### src/hdl/gwmc_pkg.sv
`timescale 1ns / 1ps
package gwmc_pkg;

  localparam int GWMC_MAX_WIDTH = 256;

  localparam logic [23:0] TOTAL_MAX = 24'hFFFFFF;

  localparam logic [8:0] ROW_LENGTH_RESET     = 9'd140;
  localparam logic [7:0] PATTERN_FIRST_RESET  = 8'd88;
  localparam logic [7:0] PATTERN_SECOND_RESET = 8'd77;
  localparam logic [7:0] PATTERN_THIRD_RESET  = 8'd65;
  localparam logic [7:0] PATTERN_FOURTH_RESET = 8'd83;

  typedef enum logic [2:0] {
    REG_ROW_LENGTH,
    REG_PATTERN_FIRST,
    REG_PATTERN_SECOND,
    REG_PATTERN_THIRD,
    REG_PATTERN_FOURTH
  } gwmc_reg_t;

  typedef logic [23:0] gwmc_stack_t;

  typedef struct packed {
    logic [7:0] first;
    logic [7:0] second;
    logic [7:0] third;
    logic [7:0] fourth;
  } gwmc_pattern_t;

  typedef struct packed {
    logic [23:0] recent;
    gwmc_stack_t lm3;
    gwmc_stack_t lm2;
    gwmc_stack_t lm1;
    gwmc_stack_t ctr;
    gwmc_stack_t rp1;
    gwmc_stack_t rp2;
    gwmc_stack_t rp3;
    logic        left_ok;
    logic        right_ok;
    logic        full;
  } gwmc_view_t;

  typedef struct packed {
    logic [23:0] match_count;
    logic        count_saturated;
  } gwmc_result_t;

  function automatic logic [1:0] line_hits(input gwmc_pattern_t p, input logic [7:0] a0,
                                           input logic [7:0] a1, input logic [7:0] a2,
                                           input logic [7:0] a3);
    logic fwd;
    logic bwd;
    fwd = (a0 == p.first) && (a1 == p.second) && (a2 == p.third) && (a3 == p.fourth);
    bwd = (a0 == p.fourth) && (a1 == p.third) && (a2 == p.second) && (a3 == p.first);
    return {1'b0, fwd} + {1'b0, bwd};
  endfunction

endpackage

### src/hdl/gwmc_matcher.sv
`timescale 1ns / 1ps
module gwmc_matcher import gwmc_pkg::*; (
  input  logic          clk,
  input  logic          rst_n,
  input  logic          take,
  input  logic [7:0]    ch,
  input  logic          last,
  input  gwmc_pattern_t pattern,
  input  gwmc_view_t    view,
  output logic          res_push,
  output gwmc_result_t  res
);

  logic [23:0] total_r, total_nxt;
  logic [3:0]  hits;
  logic [24:0] sum;
  logic [23:0] capped;

  always_comb begin
    hits = '0;
    if (view.left_ok) begin
      hits = hits + 4'(line_hits(pattern, view.recent[23:16], view.recent[15:8],
                                 view.recent[7:0], ch));
    end
    if (view.full) begin
      hits = hits + 4'(line_hits(pattern, view.ctr[23:16], view.ctr[15:8],
                                 view.ctr[7:0], ch));
      if (view.left_ok) begin
        hits = hits + 4'(line_hits(pattern, view.lm3[23:16], view.lm2[15:8],
                                   view.lm1[7:0], ch));
      end
      if (view.right_ok) begin
        hits = hits + 4'(line_hits(pattern, view.rp3[23:16], view.rp2[15:8],
                                   view.rp1[7:0], ch));
      end
    end
  end

  assign sum       = {1'b0, total_r} + 25'(hits);
  assign capped    = sum[24] ? TOTAL_MAX : sum[23:0];
  assign total_nxt = last ? '0 : capped;

  always_ff @(posedge clk) begin
    if (!rst_n) begin
      total_r <= '0;
    end else if (take) begin
      total_r <= total_nxt;
    end
  end

  assign res_push            = take && last;
  assign res.match_count     = capped;
  assign res.count_saturated = capped == TOTAL_MAX;

endmodule

### config.mk
export PLATFORM = sky130hd
export DESIGN_NAME = gwmc_matcher
export DESIGN_NICKNAME = d
export VERILOG_FILES = /design/src/hdl/gwmc_pkg.sv /design/src/hdl/gwmc_matcher.sv
export SDC_FILE = /design/constraint.sdc
export NUM_CORES = 1
export LEC_CHECK = 0
export ABC_AREA = 1
export BUFFER_PORTS_ARGS = -buffer_cell sky130_fd_sc_hd__buf_4
export CORE_ASPECT_RATIO = 1.1
export CORE_MARGIN = 8
export CORE_UTILIZATION = 46
export DETAILED_ROUTE_END_ITERATION = 8
export GPL_TIMING_DRIVEN = 1
export PLACE_DENSITY_LB_ADDON = 0.3
export REMOVE_ABC_BUFFERS = 1
export SLEW_MARGIN = 25
export SYNTH_ARGS = -nofsm -noshare
export SYNTH_HDL_FRONTEND = slang
export SYNTH_SLANG_ARGS = --single-unit
### constraint.sdc
create_clock -name clk -period 6.3 [get_ports clk]
set_input_delay 0.315 -clock clk [delete_from_list [all_inputs] [get_ports clk]]
set_output_delay 0.315 -clock clk [all_outputs]
set_load 0.03 [all_outputs]
==> PnR_summary.wiki <==
{| class="wikitable"
! Metric !! Value
|-
| Run status || complete, no violations
|-
| Data arrival time of the critical path || between 5 and 6 ns
|-
| Most common library cell in the layout ignoring fill and taps || buf_4
|-
| Ant. Diodes || 0
|-
| Routed vias || about 5.7k
|-
| Achievable Freq || between 150 and 200 MHz
|-
| Synthesis warning total || 0
|-
| Slew @ Worst Pin || ~0.83 ns
|-
| Final setup fails || 0
|-
| Number of iterations in the first detailed-routing pass || 6
|-
| Final RePlAce weighted congestion || about 1.0
|-
| Post-CTS Hold Buffers || 0
|-
| Commonest cells after routing, fill and taps aside || buf_4, nand2_1, xor2_1
|-
| Summed instance area of the synthesized netlist || approximately 4700 µm²
|-
| Required time of the critical path || ~6 ns
|-
| Overall routed net length || a little under 20000 µm
|-
| Flip-flop count of the largest register, all copies and words added || 24
|-
| Maximum net fanout on the critical path || 5
|-
| Cell Pwr Density || between 90 and 100 nW/µm²
|-
| Register area share after synthesis || 0.102
|-
| Layout area overhead || 41.0%
|-
| Number of vias per cell || between 5 and 6
|-
| Core Util, Final || 0.654
|-
| Number of nets in the layout || around 1.2k
|-
| Top post-synthesis cells by area || xor2_1, nand2_1, xnor2_1
|-
| Sort of element at the start of the critical path || input pin
|-
| TritonCTS Buffers || 3
|-
| Category of the critical setup timing path || in2out
|-
| Hold Worst Slack || 0.479 ns
|-
| Worst rel slew slack || 0.449
|-
| I/O pins || approximately 270
|-
| Distinct cell type count of the synthesized netlist || 33
|-
| Routed length per instance || between 15 and 20 µm
|-
| Clock Tree Root || clkbuf_16
|-
| Drt initial violations || ~420
|-
| Clk slew on worst S/H paths || 0.07 ns
|-
| Period Utilization, post-route || 0.959
|-
| Total power consumption of the routed design || 634 µW
|-
| Yosys top cell by area || xor2_1
|-
| Clock tree from TritonCTS || yes
|-
| FILL cells || 971
|-
| # H-tree levels || 1
|-
| Initial core utilization || 0.464
|-
| Die span in y || around 120 µm
|-
| Pin count of the biggest net entering global routing || 26
|-
| Number of global-route vias before repair || between 5k and 6k
|-
| HPWL Detailed || ~16000 µm
|-
| Fraction of final layout cells sized beyond drive strength 1 || 0.319
|-
| Gr ovfl total || 0
|-
| Number of cells produced by synthesis || roughly 740
|-
| Maximum vdd ir drop || 0.0968 mV
|-
| Initial antenna violation count || 0
|-
| IO Port Bufs || between 150 and 200
|-
| Portion of synthesized cell area occupied by the leading cell type || 0.204
|-
| Number of rows created at floorplan || 39
|-
| Die area || between 10000 and 15000 µm²
|-
| Register bit count reported by yosys || 24
|-
| Post-route clock skew || between 0.005 and 0.006 ns
|-
| Max Root-Sink Buffers || 2
|-
| Final worst path period need || 6.04 ns
|-
| Category of the worst setup path capture point || primary output
|-
| Largest registers || total_r x24
|-
| Library cell contributing the largest single delay on the critical path || fa_1
|-
| Biggest register || total_r
|-
| Die X || roughly 110 µm
|-
| Maxcap violations || 0
|-
| Worst path max stage delay || roughly 0.58 ns
|-
| Class of the worst hold path || reg2reg
|-
| Post-detailed-route count of antenna-violating nets || 0
|-
| Max-slew violation total from the final report || 0
|-
| CTS sink cnt || 24
|-
| Pleak || slightly above 3 nW
|-
| Wire length of the first global-routing pass || about 30000 µm
|-
| Core box area || ~10000 µm²
|-
| GRT Total Usage || 0.266
|-
| Clock latency reported for the late side of the worst-skew pair || approximately 0.27 ns
|-
| Final number of hold-violating endpoints || 0
|-
| Mean area per synthesized cell || roughly 6.4 µm²
|-
| DRC violation count after routing || 0
|}
-- synth_stat cells, drive strengths merged --
cell type / count
a21oi: 30
a211oi: 2
o22ai: 12
nand3b: 9
ha: 7
o21ai: 5
nor3: 10
fa: 5
o2111ai: 1
inv: 59
buf: 12
or2: 17
nor4b: 1
nand3: 46
and2: 1
a221oi: 8
dfxtp: 24
nand2: 182
nor2: 58
nand4: 28
xor2: 110
nor4: 25
clkinv: 1
clkbuf: 27
a31oi: 1
xnor2: 60
-- per-stage QoR --
step           cells  cell area [µm²]  TNS [ns]  setup WS [ns]
2_1_floorplan    702             4550         0          0.421
3_3_place_gp    1045             6380         0          0.142
3_5_place_dp    1045             6380         0         0.0739
4_1_cts         1049             6490         0         0.0478
5_1_grt         1057             6670   -0.0548        -0.0548
6_report        1057             6670         0          0.260
-- layout make-up --
cell class,instances,area (µm²),share of cell area
clock buffer,3,75.1,0.0113
clock inverter,1,30.0,0.00451
timing repair buffer,228,1760,0.264
sequential,24,480,0.0721
tap,123,154,0.0231
inverter,60,225,0.0338
multi-input combinational,618,3940,0.592
-- per-layer routing --
layer	part of all wire	up-vias	GRT usage
li1	-	2797	-
met1	0.40	2559	0.303
met2	0.47	258	0.464
met3	0.095	44	0.0655
met4	0.037	0	0.116
met5	0	-	0
-- what timing repair did --
item	4_1_cts	5_1_grt
setup endpoints to repair	0	14
gates resized for setup	0	26
setup buffers	0	7
-- power breakdown --
part | switching [mW] | total [mW] | internal (mW) | leakage, nW
registers | 0.000218 | 0.152 | 0.152 | 0.193
logic | 0.149 | 0.288 | 0.139 | 2.84
clock network | 0.0675 | 0.194 | 0.127 | 0.0511
-- critical path, delay by kind of cell --
kind	cells	cell delay, ns
adder cells (fa/ha/maj)	6	2.24
buffers and inverters	7	0.89
AO/OA/AOI/OAI	2	0.20
XOR/XNOR	1	0.14
AND/OR/NAND/NOR	15	1.92
-- cells by family after synthesis --
group,Yosys count,share of synthesized area
fa+ha+maj,12,0.0397
buf+inv,99,0.0844
flops,24,0.102
xor+xnor,170,0.315
compound gates,59,0.0741
simple gates,377,0.385
-- worst paths after layout --
| path | slack [ns] | cells past startpoint | endpoint | from |
|---|---|---|---|---|
| hold reg to reg | 0.48 | 2 | total_r[0]$_SDFFE_PN0P_ | total_r[0]$_SDFFE_PN0P_ |
| setup / recovery | 0.26 | 31 | res[0] | pattern[4] |
| setup reg to reg | 4.23 | 13 | total_r[17]$_SDFFE_PN0P_ | total_r[0]$_SDFFE_PN0P_ |
| hold / removal | 0.48 | 2 | total_r[0]$_SDFFE_PN0P_ | total_r[0]$_SDFFE_PN0P_ |
Power figures use the tool's default switching activity.
