`config.mk`:
```
export PLATFORM = sky130hd
export DESIGN_NAME = gwmc_out_buf
export DESIGN_NICKNAME = d
export VERILOG_FILES = /design/src/hdl/gwmc_pkg.sv /design/src/hdl/gwmc_out_buf.sv
export SDC_FILE = /design/constraint.sdc
export NUM_CORES = 1
export LEC_CHECK = 0
export ABC_AREA = 0
export BUFFER_PORTS_ARGS = -buffer_cell sky130_fd_sc_hd__buf_2
export CAP_MARGIN = 20
export CORE_MARGIN = 4
export CORE_UTILIZATION = 50
export CTS_CLUSTER_DIAMETER = 30
export CTS_CLUSTER_SIZE = 16
export DETAILED_ROUTE_END_ITERATION = 10
export GPL_TIMING_DRIVEN = 0
export MAX_ROUTING_LAYER = met4
export PLACE_DENSITY_LB_ADDON = 0.05
export SETUP_SLACK_MARGIN = 0.5
export SLEW_MARGIN = 10
export SYNTH_ARGS = -nofsm -noshare
export SYNTH_HDL_FRONTEND = slang
export SYNTH_SLANG_ARGS = --single-unit
```
`constraint.sdc`:
```
create_clock -name clk -period 3.2 [get_ports clk]
set_clock_uncertainty 0.2 [all_clocks]
set_input_delay 0.48 -clock clk [delete_from_list [all_inputs] [get_ports clk]]
set_output_delay 0.48 -clock clk [all_outputs]
set_load 0.02 [all_outputs]
```
`src/hdl/gwmc_pkg.sv`:
```
`timescale 1ns / 1ps
package gwmc_pkg;

  localparam int GWMC_MAX_WIDTH = 256;

  localparam logic [23:0] TOTAL_MAX = 24'hFFFFFF;

  localparam logic [8:0] ROW_LENGTH_RESET     = 9'd140;
  localparam logic [7:0] PATTERN_FIRST_RESET  = 8'd88;
  localparam logic [7:0] PATTERN_SECOND_RESET = 8'd77;
  localparam logic [7:0] PATTERN_THIRD_RESET  = 8'd65;
  localparam logic [7:0] PATTERN_FOURTH_RESET = 8'd83;

  typedef enum logic [2:0] {
    REG_ROW_LENGTH,
    REG_PATTERN_FIRST,
    REG_PATTERN_SECOND,
    REG_PATTERN_THIRD,
    REG_PATTERN_FOURTH
  } gwmc_reg_t;

  typedef logic [23:0] gwmc_stack_t;

  typedef struct packed {
    logic [7:0] first;
    logic [7:0] second;
    logic [7:0] third;
    logic [7:0] fourth;
  } gwmc_pattern_t;

  typedef struct packed {
    logic [23:0] recent;
    gwmc_stack_t lm3;
    gwmc_stack_t lm2;
    gwmc_stack_t lm1;
    gwmc_stack_t ctr;
    gwmc_stack_t rp1;
    gwmc_stack_t rp2;
    gwmc_stack_t rp3;
    logic        left_ok;
    logic        right_ok;
    logic        full;
  } gwmc_view_t;

  typedef struct packed {
    logic [23:0] match_count;
    logic        count_saturated;
  } gwmc_result_t;

  function automatic logic [1:0] line_hits(input gwmc_pattern_t p, input logic [7:0] a0,
                                           input logic [7:0] a1, input logic [7:0] a2,
                                           input logic [7:0] a3);
    logic fwd;
    logic bwd;
    fwd = (a0 == p.first) && (a1 == p.second) && (a2 == p.third) && (a3 == p.fourth);
    bwd = (a0 == p.fourth) && (a1 == p.third) && (a2 == p.second) && (a3 == p.first);
    return {1'b0, fwd} + {1'b0, bwd};
  endfunction

endpackage

```
`src/hdl/gwmc_out_buf.sv`:
```
`timescale 1ns / 1ps
module gwmc_out_buf import gwmc_pkg::*; (
  input  logic         clk,
  input  logic         rst_n,
  input  logic         push,
  input  gwmc_result_t push_data,
  output logic         can_push,
  output logic         out_valid,
  output gwmc_result_t out_data,
  input  logic         out_ready
);

  logic         head_valid_r, head_valid_nxt;
  logic         skid_valid_r, skid_valid_nxt;
  gwmc_result_t head_r, head_nxt;
  gwmc_result_t skid_r, skid_nxt;
  logic         pop;

  assign pop = head_valid_r && out_ready;

  always_comb begin
    head_valid_nxt = head_valid_r;
    skid_valid_nxt = skid_valid_r;
    head_nxt       = head_r;
    skid_nxt       = skid_r;
    if (skid_valid_r) begin
      if (pop) begin
        head_nxt       = skid_r;
        skid_valid_nxt = 1'b0;
      end
    end else if (push) begin
      if (head_valid_r && !pop) begin
        skid_nxt       = push_data;
        skid_valid_nxt = 1'b1;
      end else begin
        head_nxt       = push_data;
        head_valid_nxt = 1'b1;
      end
    end else if (pop) begin
      head_valid_nxt = 1'b0;
    end
  end

  always_ff @(posedge clk) begin
    if (!rst_n) begin
      head_valid_r <= 1'b0;
      skid_valid_r <= 1'b0;
    end else begin
      head_valid_r <= head_valid_nxt;
      skid_valid_r <= skid_valid_nxt;
    end
  end

  always_ff @(posedge clk) begin
    head_r <= head_nxt;
    skid_r <= skid_nxt;
  end

  assign can_push  = !skid_valid_r;
  assign out_valid = head_valid_r;
  assign out_data  = head_r;

endmodule

```
==> metrics, run 1 <==
status complete, no violations; MaxCap Viol Count 0; detailed-route via count 1008; worst hold path class in -> reg; kind of capture point of the worst setup path flip-flop; vias in the first global route 1120; DRT Wirelength 3130 microns; Root Driver clkbuf_8; Mapped Nets 121; mean post-synth cell area 20.9 sq um; Placement Rows 22; Hold Path Stages 1; EDFF count, synth 50; Crit Path Category reg -> reg; crit path max fanout 25; reg2reg setup slack 1.27 ns; Top FF cell, synth edfxtp_1; Max Buffers Root-to-Sink 2; Design Area, Final 2410 sq um; Overall Global Routing Usage 14.7%; CP cell instances buf_6 -> mux2i_1 -> a21oi_4; die area 4910 sq um; Detailed Place HPWL 2260 microns; vias per std cell 4.94; crit start category flip-flop; post-synth top area cell edfxtp_1; layout cells sized above 1 59.6%; CTS tree done; reg2reg path depth 3; drt first pass iters 4; Die H 70.1 microns; Slew Viols, Final 0; Placed Area 2300 sq um; sequential share of the synthesized area 80.0%; Syn-to-layout area delta 25.2%; Layout Nets 184; slowest CP cell a21oi_4; Power Total 1.39 mW; reg2reg start skid_valid_r; top post-synthesis cells by area edfxtp_1 78%, mux2_2 15%, dfxtp_1 2.1%, buf_6 1.8%, inv_1 0.58%; Port Buffer Count 55; relative slew slack 45.3%; Fin. Hold Viols 0; DR iter-0 viols 21; hold wc startpoint push_data[14]; fin crit share 60.2%; GPL Wtd Cong 0.732; Synth Instances 92; final setup TNS 0 ns; largest net degree at the start of global routing 26; Reg clk slew, reported paths 0.09 ns; die width 70.1 microns; Static Leakage 0.905 nW; top-count cell post-synth edfxtp_1; Critical Path Source skid_valid_r; Clk Latency, worst-skew pair 0.30 ns; Fmax achieved 0.519 GHz; Avg WL per Cell 15.3 microns; Yosys cell types 13; post-cts gate resize count 0; Netlist Area Pre-Place 1930 sq um; # setup viols final 0; fin crit period 1.93 ns; Worst IR Drop VDD 331 uV; CORE AREA 3690 sq um; total CTS buffers 5; Post-route DRC 0; crit path DAT 1.66 ns; pwr dens 578 nW/um^2; initial antenna violation count 0; #FFs+latches synth 52; slowest stage delay, CP 0.66 ns; Initial Util 52.2%; clk sinks 52; top cells by instance count after synthesis 50 x edfxtp_1, 25 x mux2_2, 3 x buf_6, 3 x inv_1; # Post-CTS Setup Buffers 0; cts hold-fix bufs 0; Ant. Diodes 0; FFs w/ async S/R, synth 0%; post-synth top area share 77.9%; # fillers 292; worst slew pin tran 0.819 ns; Required @ worst endpoint 2.93 ns; first-pass GRT wire length 5270 microns; RSZ-0062 raised after global routing false; GR Overflow Total 0; YS warnings 0; I/O Pins 56; Routed Antenna Nets 0; Max H-tree Level 2
[state kept, by name, indices dropped and copies added, names as in the netlist]
signal and count:
out_data 25, skid_r 25, out_valid 1, skid_valid_r 1
[cells in the final DEF (no fill, tap or decap), drive strengths merged]
cell	n
clkbuf	5
clkinvlp	1
a21oi	2
dfxtp	2
nand3b	1
clkinv	1
and4	1
edfxtp	50
mux2	25
nand2	1
buf	59
inv	3
a211oi	1
mux2i	1
nor2b	1
o21ai	1
bufinv	1
[metal layers]
metal  routed length [microns]  track usage, %  vias to the layer above
li1                          -               -                      488
met1                      1340            17.1                      479
met2                      1570            22.8                       39
met3                       194            5.90                        2
met4                        23            6.38                        0
met5                         0               -                        -
[layout make-up]
cell class / instances / area, sq um / share of cell area [%]
sequential: 52 / 1540 / 63.9
multi-input combinational: 34 / 352 / 14.6
timing repair buffer: 56 / 303 / 12.6
clock buffer: 5 / 68.8 / 2.85
tap: 48 / 60.1 / 2.49
clock inverter: 3 / 42.5 / 1.76
buffer: 3 / 33.8 / 1.40
inverter: 3 / 11.3 / 0.467
[logic make-up (layout without fill, tap and decap cells)]
family / count (synthesis) / in the layout / share of synthesized area (%)
DFF: 52 / 52 / 80.0
muxes: 26 / 26 / 15.1
buffers and inverters: 6 / 70 / 2.34
AOI/OAI and AO/OA: 4 / 4 / 1.17
and+or+nand+nor: 4 / 4 / 1.36
[where the power goes]
part	switching, mW	internal [mW]	leakage (nW)
combinational	0.0919	0.0661	0.366
sequential	0.0116	0.795	0.485
clock	0.199	0.231	0.0541
[final timing paths]
kind             endpoint
max          out_data[23]
max reg2reg  out_data[23]
min            skid_r[14]
min reg2reg  out_data[13]
[critical path: cells and delay by family (launching register included)]
family	cells	cell delay, ns
AOI/OAI and AO/OA	1	0.66
DFF	1	0.40
buffers and inverters	1	0.17
muxes	1	0.12
[stage by stage]
step,util [%],setup WS [ns],instances,hold WS (ns)
after global routing,65.4,1.16,204,0.135
after global placement,61.3,0.0210,195,0.309
after CTS,65.4,1.24,204,0.154
after floorplan,-,0.700,92,0.323
after detailed placement,62.4,1.18,196,0.336
final,65.4,1.27,204,0.164
Power figures use the tool's default switching activity.
==> run 2, diff against run 1 <==
--- a/config.mk
+++ b/config.mk
@@ -5,7 +5,7 @@
 export SDC_FILE = /design/constraint.sdc
 export NUM_CORES = 1
 export LEC_CHECK = 0
-export ABC_AREA = 0
+export ABC_AREA = 1
 export BUFFER_PORTS_ARGS = -buffer_cell sky130_fd_sc_hd__buf_2
 export CAP_MARGIN = 20
 export CORE_MARGIN = 4
==> constraint.sdc (replaced) <==
create_clock -name clk -period 2.01 [get_ports clk]
set_clock_uncertainty 0.2 [all_clocks]
set_input_delay 0.3015 -clock clk [delete_from_list [all_inputs] [get_ports clk]]
set_output_delay 0.3015 -clock clk [all_outputs]
set_load 0.02 [all_outputs]
==> run 2 against run 1 <==
Clock-buffer cell count is 1 higher. Routed wire length up 38%. Sequential power is 58% higher. Largest cell class unchanged. Critical path type unchanged. Clock power increased by 27%. Setup slack got worse by 0.73 ns. Largest power group unchanged. Final area is 17% higher. Total power rose by 53%. Worst hold slack got worse by 0.012 ns. Core utilization is 11 points higher. Cell count up 47%. Sequential share of layout area is 9.3 points lower.
==> metrics, run 2 <==
top cells by instance count after synthesis 82 x nand2_1, 50 x edfxtp_1, 6 x inv_1; reg2reg path depth 5 (+2); Finished Layout Cells 300 (+47%); Reg area 1550 sq um (+0.32%); kind of cell with the highest combined delay on the critical path buffers and inverters; Avg WL per Cell 14.4 microns (-6.2%); sequential share of the synthesized area 78.9% (-1.1 points); fin crit share 73.1% (+13 points); Layout Nets 281 (+53%); mean post-synth cell area 12.9 sq um (-38%); Top FF cell, synth edfxtp_1; CP dominant cell by count buf_4; largest net degree at the start of global routing 15 (-42%); status complete, no violations; #FFs+latches synth 52 (unchanged); CP bufs+invs 3 (+2); relative slew slack 86.8% (+42 points); Port Buffer Count 55 (unchanged); Required @ worst endpoint 1.83 ns (-1.10 ns); DRT Wirelength 4320 microns (+38%); fin crit period 1.47 ns (-0.458 ns); post-synth top area cell edfxtp_1; most common cell after layout, fill and taps aside nand2_1; Reg clk slew, reported paths 0.08 ns (about the same); GR Overflow Total 0 (unchanged); most frequent cells in the layout 79 x nand2_1, 55 x buf_2, 50 x edfxtp_1, 26 x dlygate4sd3_1; area of the multi-input gates 394 sq um (+12%); Root Driver clkbuf_8; CORE AREA 3720 sq um (+0.75%); final setup TNS 0 ns (unchanged); Levels on crit path 5 (+2); die area 4970 sq um (+1.2%); RSZ-0062 raised after global routing false; EDFF count, synth 50 (unchanged); Fin. Hold Viols 0 (unchanged); post-synth top area share 76.9% (-1.0 points); vias per std cell 4.76 (-3.7%); vias in the first global route 1484 (+33%); Yosys cell types 13 (unchanged); layout cells sized above 1 35.7% (-24 points); top-count cell post-synth nand2_1; Crit Path Category reg -> reg; Initial Util 52.6% (+0.32 points); worst hold path class in -> reg; Routed Antenna Nets 0 (unchanged); CP cell instances inv_4 -> buf_4 -> nand2_2 -> a21oi_4 -> buf_4; final worst slack 0.541 ns (-0.732 ns); MaxCap Viol Count 0 (unchanged); first-pass GRT wire length 7030 microns (+33%); total CTS buffers 5 (unchanged); Static Leakage 1.23 nW (+36%); Fmax achieved 0.681 GHz (+31%); Synth Instances 151 (+64%); Detailed Place HPWL 2570 microns (+14%); Placement Rows 22 (unchanged); Slew Viols, Final 0 (unchanged); I/O Pins 56 (unchanged); kind of capture point of the worst setup path flip-flop; Mapped Nets 180 (+49%); Overall Global Routing Usage 19.5% (+4.7 points); pwr dens 752 nW/um^2 (+30%); # setup viols final 0 (unchanged); initial antenna violation count 0 (unchanged); top post-synthesis cells by area edfxtp_1 77%, nand2_1 16%, dfxtp_1 2.0%, clkbuf_8 1.4%, inv_1 1.2%; Netlist Area Pre-Place 1950 sq um (+1.4%); Power Total 2.13 mW (+53%); slowest stage delay, CP 0.34 ns (-0.32 ns); Ant. Diodes 0 (unchanged); Hold Path Stages 4 (+3); crit path DAT 1.28 ns (-0.38 ns); Die H 70.5 microns (+0.60%); drt first pass iters 4 (unchanged); Max H-tree Level 2 (unchanged); slowest CP cell dfxtp_2; FFs w/ async S/R, synth 0% (unchanged); Worst IR Drop VDD 558 uV (+68%); placed insts 254 (+30%); GPL Wtd Cong 0.700 (-4.4%); Max Buffers Root-to-Sink 2 (unchanged); DR iter-0 viols 100 (+380%); Clk Latency, worst-skew pair 0.30 ns (about the same); post-place setup slack 0.114 ns (-1.07 ns); Syn-to-layout area delta 44.9%; YS warnings 0 (unchanged); clk sinks 52 (unchanged); die width 70.5 microns (+0.60%); detailed-route via count 1428 (+42%); crit start category flip-flop; worst slew pin tran 0.198 ns (-0.621 ns); crit path max fanout 5 (-80%); CTS tree done; Post-route DRC 0 (unchanged); # fillers 264 (-9.6%)
## run 2: cell types whose count changed in the layout (fill, tap and decap cells not counted), sizes merged, moves of 2 or more
cell,delta
nor2,+2
clkbuf,+3
mux2,-25
clkinvlp,+2
buf,+9
nand2,+81
inv,+3
dlygate4sd3,+26
## run 2: final cells by class
| cell class | count | share of cell area, % |
|---|---|---|
| Clock inverter | 1 | 0.177 |
| Buffer | 5 | 2.08 |
| Clock buffer | 6 | 2.56 |
| Sequential cell | 52 | 54.6 |
| Multi-Input combinational cell | 88 | 13.9 |
| Timing Repair inverter | 2 | 0.531 |
| Inverter | 7 | 1.15 |
| Timing Repair Buffer | 91 | 22.8 |
| Tap cell | 48 | 2.12 |
## run 2: repair_timing
action                     4_1_cts  5_1_grt
gates resized for setup          6        6
buffers inserted                 6        4
gates cloned                     3        0
pin swaps                        2        1
hold endpoints to repair        26        0
setup endpoints to repair       51       32
hold buffers                    26        0
## run 2: power by group
part,switching [mW],leakage [nW],internal (mW)
registers,0.0163,0.486,1.26
logic,0.174,0.703,0.136
clock network,0.307,0.0410,0.237
## run 2: logic make-up (layout without fill, tap and decap cells)
| logic type | Yosys count | in the layout | share of synthesized area [%] |
|---|---|---|---|
| and+or+nand+nor | 85 | 85 | 16.4 |
| DFF | 52 | 52 | 78.9 |
| buffers and inverters | 12 | 112 | 3.97 |
| AOI/OAI and AO/OA | 2 | 3 | 0.705 |
## run 2: worst min-delay path, stage by stage
cell	delay, ns
buf_2	0.12
nand2_1	0.07
nand2_1	0.07
a21oi_2	0.06
## run 2: path summary, 6_finish.rpt
kind | from | slack, ns | endpoint
hold / removal | out_ready | 0.15 | skid_valid_r
setup / recovery | skid_valid_r | 0.54 | out_data[20]
hold reg to reg | skid_r[7] | 0.33 | out_data[7]
setup reg to reg | skid_valid_r | 0.54 | out_data[20]
## run 2: through the flow
| stage | cell area (sq um) | hold WS (ns) | util, % |
|---|---|---|---|
| floorplan | 1990 | 0.199 | - |
| global placement | 2330 | 0.293 | 62.7 |
| detailed placement | 2330 | 0.295 | 62.7 |
| CTS | 2780 | 0.139 | 74.7 |
| global route | 2830 | 0.156 | 76.2 |
| finish | 2830 | 0.152 | 76.2 |
## run 2: metal layers
layer	routed length [microns]	share of wire (%)	vias to the layer above	GRT usage [%]
li1	-	-	701	-
met1	1640	38	677	21.3
met4	73	1.7	0	7.66
met2	2380	55	41	33.9
met3	219	5.1	9	4.60
met5	0	0	-	-
